<file path="config.mk">
export PLATFORM = sky130hd
export DESIGN_NAME = haptic_deadzone_wall_force
export DESIGN_NICKNAME = d
export VERILOG_FILES = /design/src/hdl/hdwf_pkg.sv /design/src/hdl/hdwf_smul.sv /design/src/hdl/hdwf_sdiv.sv /design/src/hdl/hdwf_sqrt.sv /design/src/hdl/haptic_deadzone_wall_force.sv
export SDC_FILE = /design/constraint.sdc
export NUM_CORES = 2
export LEC_CHECK = 0
export BUFFER_PORTS_ARGS = -buffer_cell sky130_fd_sc_hd__buf_2
export CORE_AREA = 2 2 404 406
export CTS_CLUSTER_DIAMETER = 50
export DETAILED_ROUTE_END_ITERATION = 10
export DIE_AREA = 0 0 406 408
export PLACE_DENSITY = 0.78
export REMOVE_ABC_BUFFERS = 1
export SYNTH_ARGS = -nofsm -noshare
export SYNTH_HDL_FRONTEND = slang
export SYNTH_SLANG_ARGS = --single-unit
export TNS_END_PERCENT = 100
</file>
<file path="constraint.sdc">
create_clock -name clk -period 11.85 [get_ports clk]
set_input_delay 1.185 -clock clk [delete_from_list [all_inputs] [get_ports clk]]
set_output_delay 1.185 -clock clk [all_outputs]
set_load 0.005 [all_outputs]
</file>
<file path="src/hdl/hdwf_pkg.sv">
`default_nettype none
// ----------------------------------------------------------------------------
// hdwf_pkg
// Shared widths, word types and register codes of the virtual wall force block.
// ----------------------------------------------------------------------------
package hdwf_pkg;

	localparam int POS_W      = 24;
	localparam int VEL_W      = 24;
	localparam int FRC_W      = 32;
	localparam int KP_W       = 16;
	localparam int KV_W       = 16;
	localparam int HW_W       = 23;
	localparam int OFF_W      = 24;
	localparam int MASK_W     = 4;
	localparam int NUM_AXES   = 3;
	localparam int AX_W       = 2;
	localparam int CFG_IDX_W  = 3;
	localparam int CFG_DATA_W = 48;

	localparam int D_W        = POS_W + 1;
	localparam int SQ_W       = 2 * D_W;
	localparam int ROOT_W     = D_W;
	localparam int MA_W       = 41;
	localparam int MB_W       = 25;
	localparam int MP_W       = MA_W + MB_W;
	localparam int DQ_W       = 26;
	localparam int DD_W       = ROOT_W;
	localparam int DN_W       = DQ_W + DD_W;
	localparam int ACC_W      = 44;
	localparam int VDOT_W     = 51;
	localparam int M_W        = 51;
	localparam int N_W        = 23;
	localparam int NORM_SH    = 22;
	localparam int PROJ_SH    = 30;
	localparam int DAMP_SH    = 8;

	localparam int MUL_CNT_W  = $clog2(MB_W + 1);
	localparam int DIV_CNT_W  = $clog2(DQ_W + 1);
	localparam int SQRT_CNT_W = $clog2(ROOT_W + 1);

	localparam logic [M_W-1:0] M_CAP = M_W'(1) << 40;

	typedef struct packed {
		logic signed [POS_W-1:0] pos_x;
		logic signed [POS_W-1:0] pos_y;
		logic signed [POS_W-1:0] pos_z;
		logic signed [VEL_W-1:0] vel_x;
		logic signed [VEL_W-1:0] vel_y;
		logic signed [VEL_W-1:0] vel_z;
	} in_word_t;

	typedef struct packed {
		logic signed [FRC_W-1:0] force_x;
		logic signed [FRC_W-1:0] force_y;
		logic signed [FRC_W-1:0] force_z;
	} out_word_t;

	typedef enum logic [CFG_IDX_W-1:0] {
		REG_STIFFNESS     = 3'd0,
		REG_DAMPING       = 3'd1,
		REG_ENABLE_MASK   = 3'd2,
		REG_HALF_WIDTH_X  = 3'd3,
		REG_HALF_WIDTH_Y  = 3'd4,
		REG_HALF_WIDTH_Z  = 3'd5,
		REG_CIRCLE_RADIUS = 3'd6,
		REG_CIRCLE_OFFSET = 3'd7
	} cfg_reg_t;

endpackage
`default_nettype wire

</file>
<file path="src/hdl/hdwf_smul.sv">
`default_nettype none
// ----------------------------------------------------------------------------
// hdwf_smul
// Bit-serial unsigned shift-add multiplier, one multiplier bit per cycle.
// ----------------------------------------------------------------------------
module hdwf_smul (
	input  wire logic                        clk,
	input  wire logic                        arst_n,
	input  wire logic                        start,
	input  wire logic [hdwf_pkg::MA_W-1:0]   a,
	input  wire logic [hdwf_pkg::MB_W-1:0]   b,
	output logic                             done,
	output logic [hdwf_pkg::MP_W-1:0]        p
);
	import hdwf_pkg::*;

	logic [MA_W:0]          hi_q;
	logic [MB_W-1:0]        lo_q;
	logic [MA_W-1:0]        a_q;
	logic [MUL_CNT_W-1:0]   cnt_q;
	logic                   busy_q;
	logic                   done_q;
	logic [MA_W:0]          sum;

	assign sum = hi_q + (lo_q[0] ? {1'b0, a_q} : '0);

	always_ff @(posedge clk or negedge arst_n) begin
		if (!arst_n) begin
			busy_q <= 1'b0;
			done_q <= 1'b0;
			cnt_q  <= '0;
			hi_q   <= '0;
			lo_q   <= '0;
			a_q    <= '0;
		end else begin
			done_q <= 1'b0;
			if (start) begin
				hi_q   <= '0;
				lo_q   <= b;
				a_q    <= a;
				cnt_q  <= MUL_CNT_W'(MB_W);
				busy_q <= 1'b1;
			end else if (busy_q) begin
				hi_q  <= sum >> 1;
				lo_q  <= {sum[0], lo_q[MB_W-1:1]};
				cnt_q <= cnt_q - 1'b1;
				if (cnt_q == MUL_CNT_W'(1)) begin
					busy_q <= 1'b0;
					done_q <= 1'b1;
				end
			end
		end
	end

	assign done = done_q;
	assign p    = {hi_q[MA_W-1:0], lo_q};

endmodule
`default_nettype wire

</file>
<file path="src/hdl/hdwf_sdiv.sv">
`default_nettype none
// ----------------------------------------------------------------------------
// hdwf_sdiv
// Restoring divider, one quotient bit per cycle; quotient known to fit DQ_W.
// ----------------------------------------------------------------------------
module hdwf_sdiv (
	input  wire logic                        clk,
	input  wire logic                        arst_n,
	input  wire logic                        start,
	input  wire logic [hdwf_pkg::DN_W-1:0]   num,
	input  wire logic [hdwf_pkg::DD_W-1:0]   den,
	output logic                             done,
	output logic [hdwf_pkg::DQ_W-1:0]        quo
);
	import hdwf_pkg::*;

	logic [DD_W-1:0]        rem_q;
	logic [DQ_W-1:0]        nsh_q;
	logic [DD_W-1:0]        den_q;
	logic [DIV_CNT_W-1:0]   cnt_q;
	logic                   busy_q;
	logic                   done_q;
	logic [DD_W:0]          t;
	logic [DD_W:0]          diff;
	logic                   ge;

	assign t    = {rem_q, nsh_q[DQ_W-1]};
	assign ge   = t >= {1'b0, den_q};
	assign diff = t - {1'b0, den_q};

	always_ff @(posedge clk or negedge arst_n) begin
		if (!arst_n) begin
			busy_q <= 1'b0;
			done_q <= 1'b0;
			cnt_q  <= '0;
			rem_q  <= '0;
			nsh_q  <= '0;
			den_q  <= '0;
		end else begin
			done_q <= 1'b0;
			if (start) begin
				rem_q  <= num[DN_W-1:DQ_W];
				nsh_q  <= num[DQ_W-1:0];
				den_q  <= den;
				cnt_q  <= DIV_CNT_W'(DQ_W);
				busy_q <= 1'b1;
			end else if (busy_q) begin
				rem_q <= ge ? diff[DD_W-1:0] : t[DD_W-1:0];
				nsh_q <= {nsh_q[DQ_W-2:0], ge};
				cnt_q <= cnt_q - 1'b1;
				if (cnt_q == DIV_CNT_W'(1)) begin
					busy_q <= 1'b0;
					done_q <= 1'b1;
				end
			end
		end
	end

	assign done = done_q;
	assign quo  = nsh_q;

endmodule
`default_nettype wire

</file>
<file path="src/hdl/hdwf_sqrt.sv">
`default_nettype none
// ----------------------------------------------------------------------------
// hdwf_sqrt
// Digit-by-digit integer square root, two radicand bits per cycle.
// ----------------------------------------------------------------------------
module hdwf_sqrt (
	input  wire logic                         clk,
	input  wire logic                         arst_n,
	input  wire logic                         start,
	input  wire logic [hdwf_pkg::SQ_W-1:0]    rad,
	output logic                              done,
	output logic [hdwf_pkg::ROOT_W-1:0]       root
);
	import hdwf_pkg::*;

	logic [SQ_W-1:0]         s_q;
	logic [ROOT_W:0]         rem_q;
	logic [ROOT_W-1:0]       root_q;
	logic [SQRT_CNT_W-1:0]   cnt_q;
	logic                    busy_q;
	logic                    done_q;
	logic [ROOT_W+2:0]       t;
	logic [ROOT_W+2:0]       trial;
	logic [ROOT_W+2:0]       diff;
	logic                    ge;

	assign t     = {rem_q, s_q[SQ_W-1 -: 2]};
	assign trial = {1'b0, root_q, 2'b01};
	assign ge    = t >= trial;
	assign diff  = t - trial;

	always_ff @(posedge clk or negedge arst_n) begin
		if (!arst_n) begin
			busy_q <= 1'b0;
			done_q <= 1'b0;
			cnt_q  <= '0;
			s_q    <= '0;
			rem_q  <= '0;
			root_q <= '0;
		end else begin
			done_q <= 1'b0;
			if (start) begin
				s_q    <= rad;
				rem_q  <= '0;
				root_q <= '0;
				cnt_q  <= SQRT_CNT_W'(ROOT_W);
				busy_q <= 1'b1;
			end else if (busy_q) begin
				s_q    <= s_q << 2;
				rem_q  <= ge ? diff[ROOT_W:0] : t[ROOT_W:0];
				root_q <= {root_q[ROOT_W-2:0], ge};
				cnt_q  <= cnt_q - 1'b1;
				if (cnt_q == SQRT_CNT_W'(1)) begin
					busy_q <= 1'b0;
					done_q <= 1'b1;
				end
			end
		end
	end

	assign done = done_q;
	assign root = root_q;

endmodule
`default_nettype wire

</file>
<file path="src/hdl/haptic_deadzone_wall_force.sv">
`default_nettype none
// Each wall takes up to two serial multiplies, and the circle adds up to eight
// multiplies, one square root and up to three divides. One word is in work at
// a time; the next word is taken once the result is in the output register.
// Reset clears configuration and homing.
// ----------------------------------------------------------------------------
// haptic_deadzone_wall_force
// Dead-zone wall and circle spring/damper forces, sequenced over bit-serial
// multiply, divide and square-root units.
// ----------------------------------------------------------------------------
module haptic_deadzone_wall_force (
	input  wire logic                              clk,
	input  wire logic                              arst_n,
	input  wire logic                              in_valid,
	output logic                                   in_ready,
	input  wire hdwf_pkg::in_word_t                in_data,
	output logic                                   out_valid,
	input  wire logic                              out_ready,
	output hdwf_pkg::out_word_t                    out_data,
	input  wire logic                              cfg_we,
	input  wire logic [hdwf_pkg::CFG_IDX_W-1:0]    cfg_index,
	input  wire logic [hdwf_pkg::CFG_DATA_W-1:0]   cfg_data
);
	import hdwf_pkg::*;

	typedef enum logic [11:0] {
		ST_IDLE   = 12'b000000000001,
		ST_WALL_P = 12'b000000000010,
		ST_WALL_D = 12'b000000000100,
		ST_SQ     = 12'b000000001000,
		ST_SQRT   = 12'b000000010000,
		ST_VD     = 12'b000000100000,
		ST_DIVV   = 12'b000001000000,
		ST_MKP    = 12'b000010000000,
		ST_MKV    = 12'b000100000000,
		ST_DIVN   = 12'b001000000000,
		ST_MN     = 12'b010000000000,
		ST_OUT    = 12'b100000000000
	} state_t;

	function automatic logic signed [POS_W-1:0] sat_pos(input logic signed [POS_W:0] v);
		if (v[POS_W] != v[POS_W-1])
			sat_pos = {v[POS_W], {(POS_W-1){~v[POS_W]}}};
		else
			sat_pos = v[POS_W-1:0];
	endfunction

	function automatic logic signed [FRC_W-1:0] sat_frc(input logic signed [ACC_W-1:0] v);
		if (v[ACC_W-1:FRC_W-1] != {(ACC_W-FRC_W+1){v[ACC_W-1]}})
			sat_frc = {v[ACC_W-1], {(FRC_W-1){~v[ACC_W-1]}}};
		else
			sat_frc = v[FRC_W-1:0];
	endfunction

	// configuration
	logic [KP_W-1:0]    kp_q;
	logic [KV_W-1:0]    kv_q;
	logic [MASK_W-1:0]  mask_q;
	logic [HW_W-1:0]    hw_q [NUM_AXES];
	logic [HW_W-1:0]    rad_q;
	logic [2*OFF_W-1:0] off_q;

	always_ff @(posedge clk or negedge arst_n) begin
		if (!arst_n) begin
			kp_q   <= '0;
			kv_q   <= '0;
			mask_q <= '0;
			for (int i = 0; i < NUM_AXES; i++) hw_q[i] <= '0;
			rad_q  <= '0;
			off_q  <= '0;
		end else if (cfg_we) begin
			case (cfg_reg_t'(cfg_index))
				REG_STIFFNESS:     kp_q     <= cfg_data[KP_W-1:0];
				REG_DAMPING:       kv_q     <= cfg_data[KV_W-1:0];
				REG_ENABLE_MASK:   mask_q   <= cfg_data[MASK_W-1:0];
				REG_HALF_WIDTH_X:  hw_q[0]  <= cfg_data[HW_W-1:0];
				REG_HALF_WIDTH_Y:  hw_q[1]  <= cfg_data[HW_W-1:0];
				REG_HALF_WIDTH_Z:  hw_q[2]  <= cfg_data[HW_W-1:0];
				REG_CIRCLE_RADIUS: rad_q    <= cfg_data[HW_W-1:0];
				REG_CIRCLE_OFFSET: off_q    <= cfg_data[2*OFF_W-1:0];
				default: ;
			endcase
		end
	end

	// sample, homing and work registers
	state_t                    state_q;
	logic                      launched_q;
	logic                      homed_q;
	logic signed [POS_W-1:0]   pos_q  [NUM_AXES];
	logic signed [VEL_W-1:0]   vel_q  [NUM_AXES];
	logic signed [POS_W-1:0]   home_q [NUM_AXES];
	logic [AX_W-1:0]           plane_q [2];
	logic signed [POS_W-1:0]   ctr_q  [2];
	logic signed [ACC_W-1:0]   acc_q  [NUM_AXES];
	logic [AX_W-1:0]           ax_q;
	logic                      pl_q;
	logic [MA_W-1:0]           wtmp_q;
	logic [SQ_W-1:0]           s_q;
	logic [ROOT_W-1:0]         r_q;
	logic signed [VDOT_W-1:0]  vdot_q;
	logic [MB_W-1:0]           vrp_q;
	logic [M_W-1:0]            m_q;
	logic [N_W-1:0]            n_q;
	logic                      out_valid_q;
	out_word_t                 out_data_q;

	logic                      acc_in;
	logic signed [POS_W-1:0]   in_pos [NUM_AXES];
	logic signed [VEL_W-1:0]   in_vel [NUM_AXES];
	logic [AX_W-1:0]           prim, a0, a1;

	assign in_pos[0] = in_data.pos_x;
	assign in_pos[1] = in_data.pos_y;
	assign in_pos[2] = in_data.pos_z;
	assign in_vel[0] = in_data.vel_x;
	assign in_vel[1] = in_data.vel_y;
	assign in_vel[2] = in_data.vel_z;

	assign in_ready = (state_q == ST_IDLE);
	assign acc_in   = in_valid && in_ready;

	always_comb begin
		if (mask_q[0])      prim = AX_W'(0);
		else if (mask_q[1]) prim = AX_W'(1);
		else if (mask_q[2]) prim = AX_W'(2);
		else                prim = AX_W'(0);
		a0 = (prim == AX_W'(0)) ? AX_W'(1) : AX_W'(0);
		a1 = (prim == AX_W'(2)) ? AX_W'(1) : AX_W'(2);
	end

	// wall terms for the current axis
	logic signed [POS_W-1:0]  pos_a, home_a;
	logic signed [VEL_W-1:0]  vel_a;
	logic signed [D_W-1:0]    d_w;
	logic signed [D_W:0]      ex_p, ex_n;
	logic                     out_pos, out_neg, wall_act, outward;
	logic [D_W-1:0]           ex_mag;
	logic [VEL_W-1:0]         vel_mag;

	assign pos_a    = pos_q[ax_q];
	assign home_a   = home_q[ax_q];
	assign vel_a    = vel_q[ax_q];
	assign d_w      = {pos_a[POS_W-1], pos_a} - {home_a[POS_W-1], home_a};
	assign ex_p     = {d_w[D_W-1], d_w} - $signed({3'b0, hw_q[ax_q]});
	assign ex_n     = -{d_w[D_W-1], d_w} - $signed({3'b0, hw_q[ax_q]});
	assign out_pos  = !ex_p[D_W] && (ex_p != '0);
	assign out_neg  = !ex_n[D_W] && (ex_n != '0);
	assign ex_mag   = out_pos ? ex_p[D_W-1:0] : ex_n[D_W-1:0];
	assign wall_act = mask_q[ax_q] && (out_pos || out_neg);
	assign outward  = out_pos ? (!vel_a[VEL_W-1] && (vel_a != '0)) : vel_a[VEL_W-1];
	assign vel_mag  = vel_a[VEL_W-1] ? VEL_W'(-vel_a) : VEL_W'(vel_a);

	// circle terms for the current plane axis
	logic [AX_W-1:0]          pa;
	logic signed [POS_W-1:0]  pos_p, ctr_p;
	logic signed [VEL_W-1:0]  vel_p;
	logic signed [D_W-1:0]    dp;
	logic                     dp_neg, vp_neg;
	logic [D_W-1:0]           dp_mag;
	logic [VEL_W-1:0]         vp_mag;
	logic [ROOT_W-1:0]        depth;
	logic [VDOT_W-1:0]        vdot_mag;

	assign pa       = plane_q[pl_q];
	assign pos_p    = pos_q[pa];
	assign ctr_p    = ctr_q[pl_q];
	assign vel_p    = vel_q[pa];
	assign dp       = {pos_p[POS_W-1], pos_p} - {ctr_p[POS_W-1], ctr_p};
	assign dp_neg   = dp[D_W-1];
	assign dp_mag   = dp_neg ? D_W'(-dp) : D_W'(dp);
	assign vp_neg   = vel_p[VEL_W-1];
	assign vp_mag   = vp_neg ? VEL_W'(-vel_p) : VEL_W'(vel_p);
	assign depth    = r_q - ROOT_W'(rad_q);
	assign vdot_mag = vdot_q[VDOT_W-1] ? VDOT_W'(-vdot_q) : VDOT_W'(vdot_q);

	// shared units
	logic               mul_start, mul_go, mul_done;
	logic [MA_W-1:0]    mul_a;
	logic [MB_W-1:0]    mul_b;
	logic [MP_W-1:0]    mul_p;
	logic               div_start, div_done;
	logic [DN_W-1:0]    div_num;
	logic [DQ_W-1:0]    div_q;
	logic               sqrt_start, sqrt_done;
	logic [ROOT_W-1:0]  sqrt_root;

	always_comb begin
		mul_a  = '0;
		mul_b  = '0;
		mul_go = 1'b0;
		case (state_q)
			ST_WALL_P: begin
				mul_a  = MA_W'(kp_q);
				mul_b  = MB_W'(ex_mag);
				mul_go = wall_act;
			end
			ST_WALL_D: begin
				mul_a  = MA_W'(kv_q);
				mul_b  = MB_W'(vel_mag);
				mul_go = outward;
			end
			ST_SQ: begin
				mul_a  = MA_W'(dp_mag);
				mul_b  = MB_W'(dp_mag);
				mul_go = 1'b1;
			end
			ST_VD: begin
				mul_a  = MA_W'(vp_mag);
				mul_b  = MB_W'(dp_mag);
				mul_go = 1'b1;
			end
			ST_MKP: begin
				mul_a  = MA_W'(kp_q);
				mul_b  = MB_W'(depth);
				mul_go = 1'b1;
			end
			ST_MKV: begin
				mul_a  = MA_W'(kv_q);
				mul_b  = vrp_q;
				mul_go = (vrp_q != '0);
			end
			ST_MN: begin
				mul_a  = m_q[MA_W-1:0];
				mul_b  = MB_W'(n_q);
				mul_go = 1'b1;
			end
			default: ;
		endcase
	end

	assign mul_start  = mul_go && !launched_q;
	assign div_start  = ((state_q == ST_DIVV) || (state_q == ST_DIVN)) && !launched_q;
	assign sqrt_start = (state_q == ST_SQRT) && !launched_q;
	assign div_num    = ((state_q == ST_DIVV) ? vdot_mag : DN_W'({dp_mag, {NORM_SH{1'b0}}}))
		+ DN_W'(r_q >> 1);

	hdwf_smul u_mul (
		.clk    (clk),
		.arst_n (arst_n),
		.start  (mul_start),
		.a      (mul_a),
		.b      (mul_b),
		.done   (mul_done),
		.p      (mul_p)
	);

	hdwf_sdiv u_div (
		.clk    (clk),
		.arst_n (arst_n),
		.start  (div_start),
		.num    (div_num),
		.den    (r_q),
		.done   (div_done),
		.quo    (div_q)
	);

	hdwf_sqrt u_sqrt (
		.clk    (clk),
		.arst_n (arst_n),
		.start  (sqrt_start),
		.rad    (s_q),
		.done   (sqrt_done),
		.root   (sqrt_root)
	);

	// result arithmetic
	logic [MA_W:0]            wall_mag;
	logic signed [ACC_W-1:0]  wall_frc;
	logic [M_W-1:0]           m_sum;
	logic [MP_W-PROJ_SH-1:0]  proj;
	logic [MP_W-1:0]          proj_sum;

	assign wall_mag = {1'b0, wtmp_q} + (outward ? (MA_W+1)'((mul_p[MA_W:0]
		+ (MA_W+1)'(1 << (DAMP_SH - 1))) >> DAMP_SH) : '0);
	assign wall_frc = out_pos ? -$signed(ACC_W'(wall_mag)) : $signed(ACC_W'(wall_mag));
	assign m_sum    = m_q + ((vrp_q != '0) ? mul_p[M_W-1:0] : '0);
	assign proj_sum = mul_p + MP_W'(1 << (PROJ_SH - 1));
	assign proj     = proj_sum[MP_W-1:PROJ_SH];

	always_ff @(posedge clk or negedge arst_n) begin
		if (!arst_n) begin
			state_q     <= ST_IDLE;
			launched_q  <= 1'b0;
			homed_q     <= 1'b0;
			for (int i = 0; i < NUM_AXES; i++) begin
				home_q[i] <= '0;
				pos_q[i]  <= '0;
				vel_q[i]  <= '0;
				acc_q[i]  <= '0;
			end
			for (int i = 0; i < 2; i++) begin
				plane_q[i] <= '0;
				ctr_q[i]   <= '0;
			end
			ax_q        <= '0;
			pl_q        <= 1'b0;
			wtmp_q      <= '0;
			s_q         <= '0;
			r_q         <= '0;
			vdot_q      <= '0;
			vrp_q       <= '0;
			m_q         <= '0;
			n_q         <= '0;
			out_valid_q <= 1'b0;
			out_data_q  <= '0;
		end else begin
			if (out_valid_q && out_ready && (state_q != ST_OUT))
				out_valid_q <= 1'b0;
			case (state_q)
				ST_IDLE: begin
					if (acc_in) begin
						for (int i = 0; i < NUM_AXES; i++) begin
							pos_q[i] <= in_pos[i];
							vel_q[i] <= in_vel[i];
							acc_q[i] <= '0;
						end
						if (!homed_q) begin
							for (int i = 0; i < NUM_AXES; i++) home_q[i] <= in_pos[i];
							plane_q[0] <= a0;
							plane_q[1] <= a1;
							ctr_q[0]   <= sat_pos({in_pos[a0][POS_W-1], in_pos[a0]}
								+ {off_q[OFF_W-1], off_q[OFF_W-1:0]});
							ctr_q[1]   <= sat_pos({in_pos[a1][POS_W-1], in_pos[a1]}
								+ {off_q[2*OFF_W-1], off_q[2*OFF_W-1:OFF_W]});
							homed_q    <= 1'b1;
						end
						ax_q    <= '0;
						state_q <= ST_WALL_P;
					end
				end
				ST_WALL_P: begin
					if (!wall_act) begin
						if (ax_q == AX_W'(NUM_AXES - 1)) begin
							pl_q    <= 1'b0;
							s_q     <= '0;
							state_q <= mask_q[3] ? ST_SQ : ST_OUT;
						end else begin
							ax_q <= ax_q + 1'b1;
						end
					end else if (!launched_q) begin
						launched_q <= 1'b1;
					end else if (mul_done) begin
						launched_q <= 1'b0;
						wtmp_q     <= mul_p[MA_W-1:0];
						state_q    <= ST_WALL_D;
					end
				end
				ST_WALL_D: begin
					if (!outward || (launched_q && mul_done)) begin
						launched_q   <= 1'b0;
						acc_q[ax_q]  <= wall_frc;
						if (ax_q == AX_W'(NUM_AXES - 1)) begin
							pl_q    <= 1'b0;
							s_q     <= '0;
							state_q <= mask_q[3] ? ST_SQ : ST_OUT;
						end else begin
							ax_q    <= ax_q + 1'b1;
							state_q <= ST_WALL_P;
						end
					end else if (!launched_q) begin
						launched_q <= 1'b1;
					end
				end
				ST_SQ: begin
					if (!launched_q) begin
						launched_q <= 1'b1;
					end else if (mul_done) begin
						launched_q <= 1'b0;
						s_q        <= s_q + mul_p[SQ_W-1:0];
						pl_q       <= ~pl_q;
						if (pl_q)
							state_q <= ST_SQRT;
					end
				end
				ST_SQRT: begin
					if (!launched_q) begin
						launched_q <= 1'b1;
					end else if (sqrt_done) begin
						launched_q <= 1'b0;
						r_q        <= sqrt_root;
						vdot_q     <= '0;
						state_q    <= (sqrt_root > ROOT_W'(rad_q)) ? ST_VD : ST_OUT;
					end
				end
				ST_VD: begin
					if (!launched_q) begin
						launched_q <= 1'b1;
					end else if (mul_done) begin
						launched_q <= 1'b0;
						if (vp_neg ^ dp_neg)
							vdot_q <= vdot_q - $signed({2'b0, mul_p[VDOT_W-3:0]});
						else
							vdot_q <= vdot_q + $signed({2'b0, mul_p[VDOT_W-3:0]});
						pl_q <= ~pl_q;
						if (pl_q)
							state_q <= ST_DIVV;
					end
				end
				ST_DIVV: begin
					if (!launched_q) begin
						launched_q <= 1'b1;
					end else if (div_done) begin
						launched_q <= 1'b0;
						vrp_q      <= (!vdot_q[VDOT_W-1]) ? div_q[MB_W-1:0] : '0;
						state_q    <= ST_MKP;
					end
				end
				ST_MKP: begin
					if (!launched_q) begin
						launched_q <= 1'b1;
					end else if (mul_done) begin
						launched_q <= 1'b0;
						m_q        <= {mul_p[M_W-DAMP_SH-1:0], {DAMP_SH{1'b0}}};
						state_q    <= ST_MKV;
					end
				end
				ST_MKV: begin
					if ((vrp_q == '0) || (launched_q && mul_done)) begin
						launched_q <= 1'b0;
						m_q        <= (m_sum > M_CAP) ? M_CAP : m_sum;
						pl_q       <= 1'b0;
						state_q    <= ST_DIVN;
					end else if (!launched_q) begin
						launched_q <= 1'b1;
					end
				end
				ST_DIVN: begin
					if (!launched_q) begin
						launched_q <= 1'b1;
					end else if (div_done) begin
						launched_q <= 1'b0;
						n_q        <= div_q[N_W-1:0];
						state_q    <= ST_MN;
					end
				end
				ST_MN: begin
					if (!launched_q) begin
						launched_q <= 1'b1;
					end else if (mul_done) begin
						launched_q <= 1'b0;
						if (dp_neg)
							acc_q[pa] <= acc_q[pa] + $signed(ACC_W'(proj));
						else
							acc_q[pa] <= acc_q[pa] - $signed(ACC_W'(proj));
						pl_q    <= ~pl_q;
						state_q <= pl_q ? ST_OUT : ST_DIVN;
					end
				end
				ST_OUT: begin
					if (!out_valid_q || out_ready) begin
						out_data_q.force_x <= sat_frc(acc_q[0]);
						out_data_q.force_y <= sat_frc(acc_q[1]);
						out_data_q.force_z <= sat_frc(acc_q[2]);
						out_valid_q        <= 1'b1;
						state_q            <= ST_IDLE;
					end
				end
				default: state_q <= ST_IDLE;
			endcase
		end
	end

	assign out_valid = out_valid_q;
	assign out_data  = out_data_q;

`ifndef SYNTHESIS
	a_out_from_seq: assert property (@(posedge clk) disable iff (!arst_n)
		$rose(out_valid_q) |-> $past(state_q == ST_OUT))
		else $error("result word raised outside output state");
	a_homed_sticky: assert property (@(posedge clk) disable iff (!arst_n)
		homed_q |=> homed_q)
		else $error("homing flag dropped");
	a_accept_homes: assert property (@(posedge clk) disable iff (!arst_n)
		acc_in |=> (homed_q && (state_q == ST_WALL_P)))
		else $error("accepted word did not home and start walls");
	a_one_unit: assert property (@(posedge clk) disable iff (!arst_n)
		$countones({mul_start, div_start, sqrt_start}) <= 1)
		else $error("two units launched at once");
`endif

endmodule
`default_nettype wire
</file>
Yosys cells after proc, flatten, opt, wreduce, memory -nomap -nowiden

Cells that the tools add are included.
W data, S select, Z words.

Output and inout port bits: 98
Input bits: 200
Word-level logic and storage cells: 424
Flip-flop bits (word level): 1,262

Eq/ne operators: 57
Muxes and demuxes: 184
Order comparisons: 12
$add $sub $neg: 30
Reduce and logical (&&, ||, !) cells: 70
Bitwise logic cells: 13

Operator list:

| kind                     | count |
|---|---|
| $mux W132                | 5 |
| $mux W51                 | 12 |
| $mux W24                 | 21 |
| $bwmux W132              | 3 |
| $pmux W132 S3            | 1 |
| $mux W50                 | 7 |
| $bmux W24 S2             | 7 |
| $mux W12                 | 28 |
| $mux W25                 | 10 |
| $mux W44                 | 5 |
| $pmux W41 S5             | 1 |
| $pmux W51 S2             | 2 |
| $demux W44 S2            | 2 |
| $pmux W25 S6             | 1 |
| $pmux W50 S3             | 1 |
| $pmux W12 S12            | 1 |
| $mux W26                 | 5 |
| $mux W32                 | 3 |
| $bmux W44 S2             | 1 |
| $mux W42                 | 2 |
| $add A66 B30 Y66 const B | 1 |
| $reduce_bool A26 Y1      | 2 |
| $add A51 B24 Y51         | 1 |
| $add A51 B50 Y51         | 1 |
| 91 further kinds         | 243 |

Longest topological paths before layout

Depth in word-level cells: 16
Mapped depth: 55

Modules after synthesis

Synthesis repeated with hierarchy kept, for this count alone.

Cells, all modules: 10,790
Area, all modules: 94,265.4 µm²

Modules (own cells, without submodules):

| module                     | cells an instance | instances | area an instance (µm²) | sequential area each (µm²) |
|---|---|---|---|---|
| haptic_deadzone_wall_force | 8,730             | 1         | 75,224.6               | 23,899.2 |
| hdwf_smul                  | 798               | 1         | 7,448.4                | 2,852.7 |
| hdwf_sqrt                  | 692               | 1         | 6,488.7                | 2,702.6 |
| hdwf_sdiv                  | 570               | 1         | 5,103.6                | 2,077.0 |

Least setup slack after synthesis

No wires, ideal clock.

Kind: register -> register
Start: register ax_q[0]
End: register acc_q[40] (netlist bit)
Clock period less this slack: 13.096 ns
Library setup time: 0.132 ns
Path slack: -1.246 ns
Stages on the path, launching flop included: 54
Data arrival time: 12.964 ns
Required time: 11.718 ns
Path through: dfrtp_1 clkbuf_1 buf_1 buf_1 buf_1 clkbuf_1 buf_2 clkbuf_1 clkbuf_1 mux2i_1 nor2_1 a21oi_1 ha_1 nor2b_1 o31a_1 nor4_1 o31ai_1 or3b_1 (+18 left out) nor2_1 ha_1 a21o_1 a2111o_1 a41oi_1 nor3_1 a211oi_1 xor2_1 a21boi_0 nor4bb_1 nand2b_1 or4b_2 nor4_1 nand3_1 o21ai_0 xor2_1 a222oi_1 o2bb2ai_1

Longest elaborated chain between the ends: 16

Ends and longest elaborated chain:

| what                                                    | RTL line                                                             | text |
|---|---|---|
| start: declaration                                      | haptic_deadzone_wall_force.sv:96                                     | `logic [AX_W-1:0] ax_q;` |
| start signal: assignment                                | haptic_deadzone_wall_force.sv:339                                    | `ax_q <= ax_q + 1'b1;` |
| start signal: assignment                                | haptic_deadzone_wall_force.sv:358                                    | `ax_q <= ax_q + 1'b1;` |
| $not A2 Y3 (not written as such) *                      | --                                                                   |  |
| $bmux W24 S2, on equally long branches                  | haptic_deadzone_wall_force.sv:141, haptic_deadzone_wall_force.sv:142 |  |
| $mux W24, on equally long branches (2 in series)        | haptic_deadzone_wall_force.sv:141, haptic_deadzone_wall_force.sv:142 |  |
| $sub A24 B24 Y25                                        | haptic_deadzone_wall_force.sv:144                                    | `assign d_w = {pos_a[POS_W-1], pos_a} - {home_a[POS_W-1], home_a};` |
| $sub A25 B24 Y26                                        | haptic_deadzone_wall_force.sv:145                                    | `assign ex_p = {d_w[D_W-1], d_w} - $signed({3'b0, hw_q[ax_q]});` |
| $reduce_bool A26 Y1 or $logic_not A1 Y1 (tied branches) | haptic_deadzone_wall_force.sv:147                                    | `assign out_pos = !ex_p[D_W] && (ex_p != '0);` |
| $logic_and A1 B1 Y1                                     | haptic_deadzone_wall_force.sv:147                                    |  |
| $mux W1                                                 | haptic_deadzone_wall_force.sv:151                                    | `assign outward = out_pos ? (!vel_a[VEL_W-1] && (vel_a != '0)) : vel_a[VEL_W-1];` |
| $mux W34                                                | haptic_deadzone_wall_force.sv:274                                    | `assign wall_mag = {1'b0, wtmp_q} + (outward ? (MA_W+1)'((mul_p[MA_W:0]` |
| $add A41 B34 Y42                                        | haptic_deadzone_wall_force.sv:274                                    |  |
| $neg A42 Y44                                            | haptic_deadzone_wall_force.sv:276                                    | `assign wall_frc = out_pos ? -$signed(ACC_W'(wall_mag)) : $signed(ACC_W'(wall_mag));` |
| $mux W44                                                | haptic_deadzone_wall_force.sv:276                                    |  |
| $bwmux W132                                             | haptic_deadzone_wall_force.sv:352                                    | `acc_q[ax_q] <= wall_frc;` |
| $mux W132                                               | haptic_deadzone_wall_force.sv:350                                    | `if (!outward \|\| (launched_q && mul_done)) begin` |
| $pmux W132 S3                                           | haptic_deadzone_wall_force.sv:310                                    | `case (state_q)` |
| end signal: indexed assignment                          | haptic_deadzone_wall_force.sv:352                                    |  |
| end signal: indexed assignment                          | haptic_deadzone_wall_force.sv:443                                    | `acc_q[pa] <= acc_q[pa] + $signed(ACC_W'(proj));` |
| end signal: indexed assignment                          | haptic_deadzone_wall_force.sv:445                                    | `acc_q[pa] <= acc_q[pa] - $signed(ACC_W'(proj));` |
| end: declaration                                        | haptic_deadzone_wall_force.sv:95                                     | `logic signed [ACC_W-1:0] acc_q [NUM_AXES];` |

Mark *: on every way between the ends. The rest lies on a longest branch, timed or not. The select of a mux whose other input is x is not followed.
A chain may end at the register's enable or synchronous reset.

Worst setup path in the final report

Same ends and word-level chain as after synthesis.

==> impl_metrics.toml <==
[timing]
setup_viol = 0
rsz0062_at_grt = "false"
skew_ns = 0.0350
post-route-period-util_pct = 94.9
slew_headroom_pct = 15.2
timing.fmax_mhz = 88.9
finalMaxSlewViolations = 0
period_minus_slack_ns = 11.25
tns_ns = 0
hold_viol = 0
worstMarginPinSlew_ns = 1.26
hold_ws_ns = 0.295

[placed_design]
place_hpwl_mm = 252
io_buffers = 297
gp_congestion = 1.05
place_area_sq_um = 97200

[setup_path]
cp_slowest_cell = "or4b_2"
ff2ff_path_depth = 44
reg2reg_slack_ns = 0.60
cp-end-kind = "flip-flop"
r2r-start = "ax_q[0]$_DFFE_PN0P_"
worst_ep_required_time_ns = 12.59
arrival_ns = 11.99
critPathKind = "flip-flop to flip-flop"
r2r-end = "acc_q[40]$_DFFE_PN0P_"
cpPeakStageDelay_ns = 0.73
cp-start-kind = "flip-flop"
critPathMaxFanout = 9

[yosys]
synth_edf_count = 0
synthFlopType = "dfrtp_1"
yosysWarnings = 0
ys_types = 104
ys_ff_latch = 1260
async_flop_share_pct = 100
avgSynthCellArea_sq_um = 8.71
synthesis.instances = 10702
ys_seq_area_share_pct = 33.8
syn_area_sq_um = 93200

[grt]
grt_pass1_vias = 83874
grt_pass1_wl_mm = 513
antenna_found_initial = 46
grt-ovfl-total = 0
grt_max_degree = 151
grt_usage_pct = 40.5

[routing]
drt_iter0_drc = 11473
drc = 3
drtAntennaViolNets = 0
vias = 87671
via_per_inst = 6.68
first_pass_iters = 11
routedWlPerCell_um = 26.2
drt-total-wl_mm = 344

[cells_and_area]
area_growth_pct = 10.8
drive_gt1_share_pct = 13.7
nets = 11620
finalInstanceArea_sq_um = 103000

[run]
maxCapViolCount = 0

[floorplan]
ioPinCount = 298
initial_utilization_pct = 57.7
dieArea_sq_um = 166000
die_h_um = 408
rows = 148
die_w_um = 406
core_sq_um = 162000

[clocking]
root_buffer = "clkbuf_16"
clk_latency_ns = 0.84
numCtsBuffers = 167
hold_buffers = 0
htreeDepth = 4
clkSlewWorstSetupHoldPaths_ns = 0.06
clock-sinks = 1260
clock_path_buffers = 3
cts_tree = "yes"

[min_path]
hold_path_class = "primary input to async pin"

[outcome]
violations = "DRC"
status = "finished with violations"
[kinds of logic (layout without fill, tap and decap cells)]
family          count (synthesis)  count (layout)  synth area share (%)
compound gates               3007            3007                  20.7
xor+xnor                      713             713                  6.71
fa+ha+maj                     643             643                  8.69
buf+inv                       958            1195                  3.89
flops                        1260            1260                  33.8
mux                           898             898                  10.3
other cells                     0              19                     0
simple gates                 3223            3223                  15.9
[registers in the layout (all words and copies together), names as in the netlist, 26 cells and up]
| register | cells |
|---|---|
| home_q | 72 |
| wtmp_q | 41 |
| pos_q | 72 |
| vel_q | 72 |
| off_q | 48 |
| u_sqrt.s_q | 50 |
| u_sqrt.rem_q | 26 |
| out_data | 96 |
| acc_q | 132 |
| vdot_q | 51 |
| u_mul.hi_q | 41 |
| s_q | 50 |
| m_q | 51 |
| hw_q | 69 |
| ctr_q | 48 |
| u_div.quo | 26 |
| u_mul.a_q | 41 |
[cell type report]
cell class	count	area, sq um
multi-input cells	8484	58500
inverters	370	1390
clock buffers	211	4610
diodes	19	47.5
repair buffers	520	3240
flip-flops and latches	1260	31500
fillers	13426	58400
well taps	2175	2720
clock inverters	94	1160
[cells in the mapped netlist, types with 26 or more instances]
library cell / instances / share of area, %
nand3_1: 148 / 0.79
o221ai_1: 28 / 0.26
nor2_1: 763 / 3.1
nor3b_1: 44 / 0.35
nand2b_1: 96 / 0.64
nand4_1: 62 / 0.42
a22o_1: 33 / 0.31
a21o_1: 215 / 1.7
a221oi_1: 38 / 0.36
nor3_1: 179 / 0.96
o21a_1: 74 / 0.60
o211ai_1: 78 / 0.63
nor2b_1: 127 / 0.85
xnor2_1: 395 / 3.7
xor2_1: 317 / 3.0
mux2_2: 502 / 6.1
buf_1: 47 / 0.19
a211oi_1: 103 / 0.83
or2_2: 53 / 0.36
a21boi_0: 27 / 0.22
o2bb2ai_1: 118 / 1.1
o21bai_1: 62 / 0.50
nand2_1: 1329 / 5.4
mux2i_1: 395 / 4.2
a222oi_1: 55 / 0.59
a21oi_1: 707 / 3.8
and2_1: 74 / 0.50
nor4_1: 60 / 0.40
and3_1: 108 / 0.72
o22ai_1: 70 / 0.47
ha_1: 601 / 8.1
a31oi_1: 98 / 0.66
or3_1: 70 / 0.47
clkbuf_1: 527 / 2.1
o21ai_0: 886 / 4.8
maj3_1: 26 / 0.28
inv_1: 366 / 1.5
dfrtp_1: 1259 / 34
o31ai_1: 130 / 1.0
[worst max path at each step]
stage                   startpoint                endpoint  slack, ns  cells past startpoint
3_3_place_gp   ax_q[0]$_DFFE_PN0P_  acc_q[126]$_DFFE_PN0P_       0.13                     42
3_5_place_dp   ax_q[0]$_DFFE_PN0P_  acc_q[126]$_DFFE_PN0P_      -0.02                     42
5_1_grt        ax_q[0]$_DFFE_PN0P_   acc_q[40]$_DFFE_PN0P_       0.03                     43
4_1_cts        ax_q[0]$_DFFE_PN0P_   acc_q[40]$_DFFE_PN0P_       0.04                     42
6_report       ax_q[0]$_DFFE_PN0P_   acc_q[40]$_DFFE_PN0P_       0.60                     44
2_1_floorplan  ax_q[0]$_DFFE_PN0P_  acc_q[128]$_DFFE_PN0P_      -5.91                     40
[placed cells by master (no fill, tap or decap), drive strengths merged, types with 60 or more instances in the layout]
cell type	n
buf	519
a21o	215
clkbuf	212
nand3	148
nor2	763
xor2	317
o21bai	62
and3	109
nor4	60
nand4	62
nor2b	127
nor3	182
mux2i	395
and2	75
ha	601
o22ai	70
nand2b	96
mux2	502
inv	400
o31ai	130
o21a	74
a211oi	104
xnor2	396
o211ai	79
o2bb2ai	118
o21ai	896
a21oi	708
dfrtp	1259
or3	71
nand2	1329
a31oi	99
[critical path: cells and delay by family (launching register included)]
kind / cells / cell delay, ns
buffers and inverters: 2 / 0.36
AOI/OAI and AO/OA: 18 / 3.91
xor gates and xnor gates: 3 / 0.62
DFF: 1 / 0.57
adders and majority gates: 4 / 1.42
muxes: 2 / 0.41
and+or+nand+nor: 15 / 3.86
[what timing repair did]
| action | in CTS | in global routing |
|---|---|---|
| gates resized for setup | 1 | 23 |
| hold endpoints to repair | 0 | 0 |
| setup endpoints to repair | 8 | 55 |
| pin swaps | 0 | 1 |
| setup buffers | 0 | 9 |
[layer usage]
layer / share of wire, % / global-route usage, %
met1: 38 / 51.5
met2: 42 / 59.5
met3: 11 / 10.5
met4: 8.7 / 29.8
met5: 0.082 / 0
[per-stage QoR]
| step | utilization [%] | cells | worst slack, ns |
|---|---|---|---|
| after floorplan | - | 10114 | -5.91 |
| after global placement | 60.1 | 12799 | 0.126 |
| after detailed placement | 60.1 | 12799 | -0.0175 |
| after CTS | 63.7 | 13104 | 0.0435 |
| after global routing | 63.8 | 13122 | 0.0297 |
| final | 63.9 | 13133 | 0.602 |
Power is left out: the tool's default activity adds up to more than one toggle a clock period on the data nets, which glitch-free logic cannot reach.
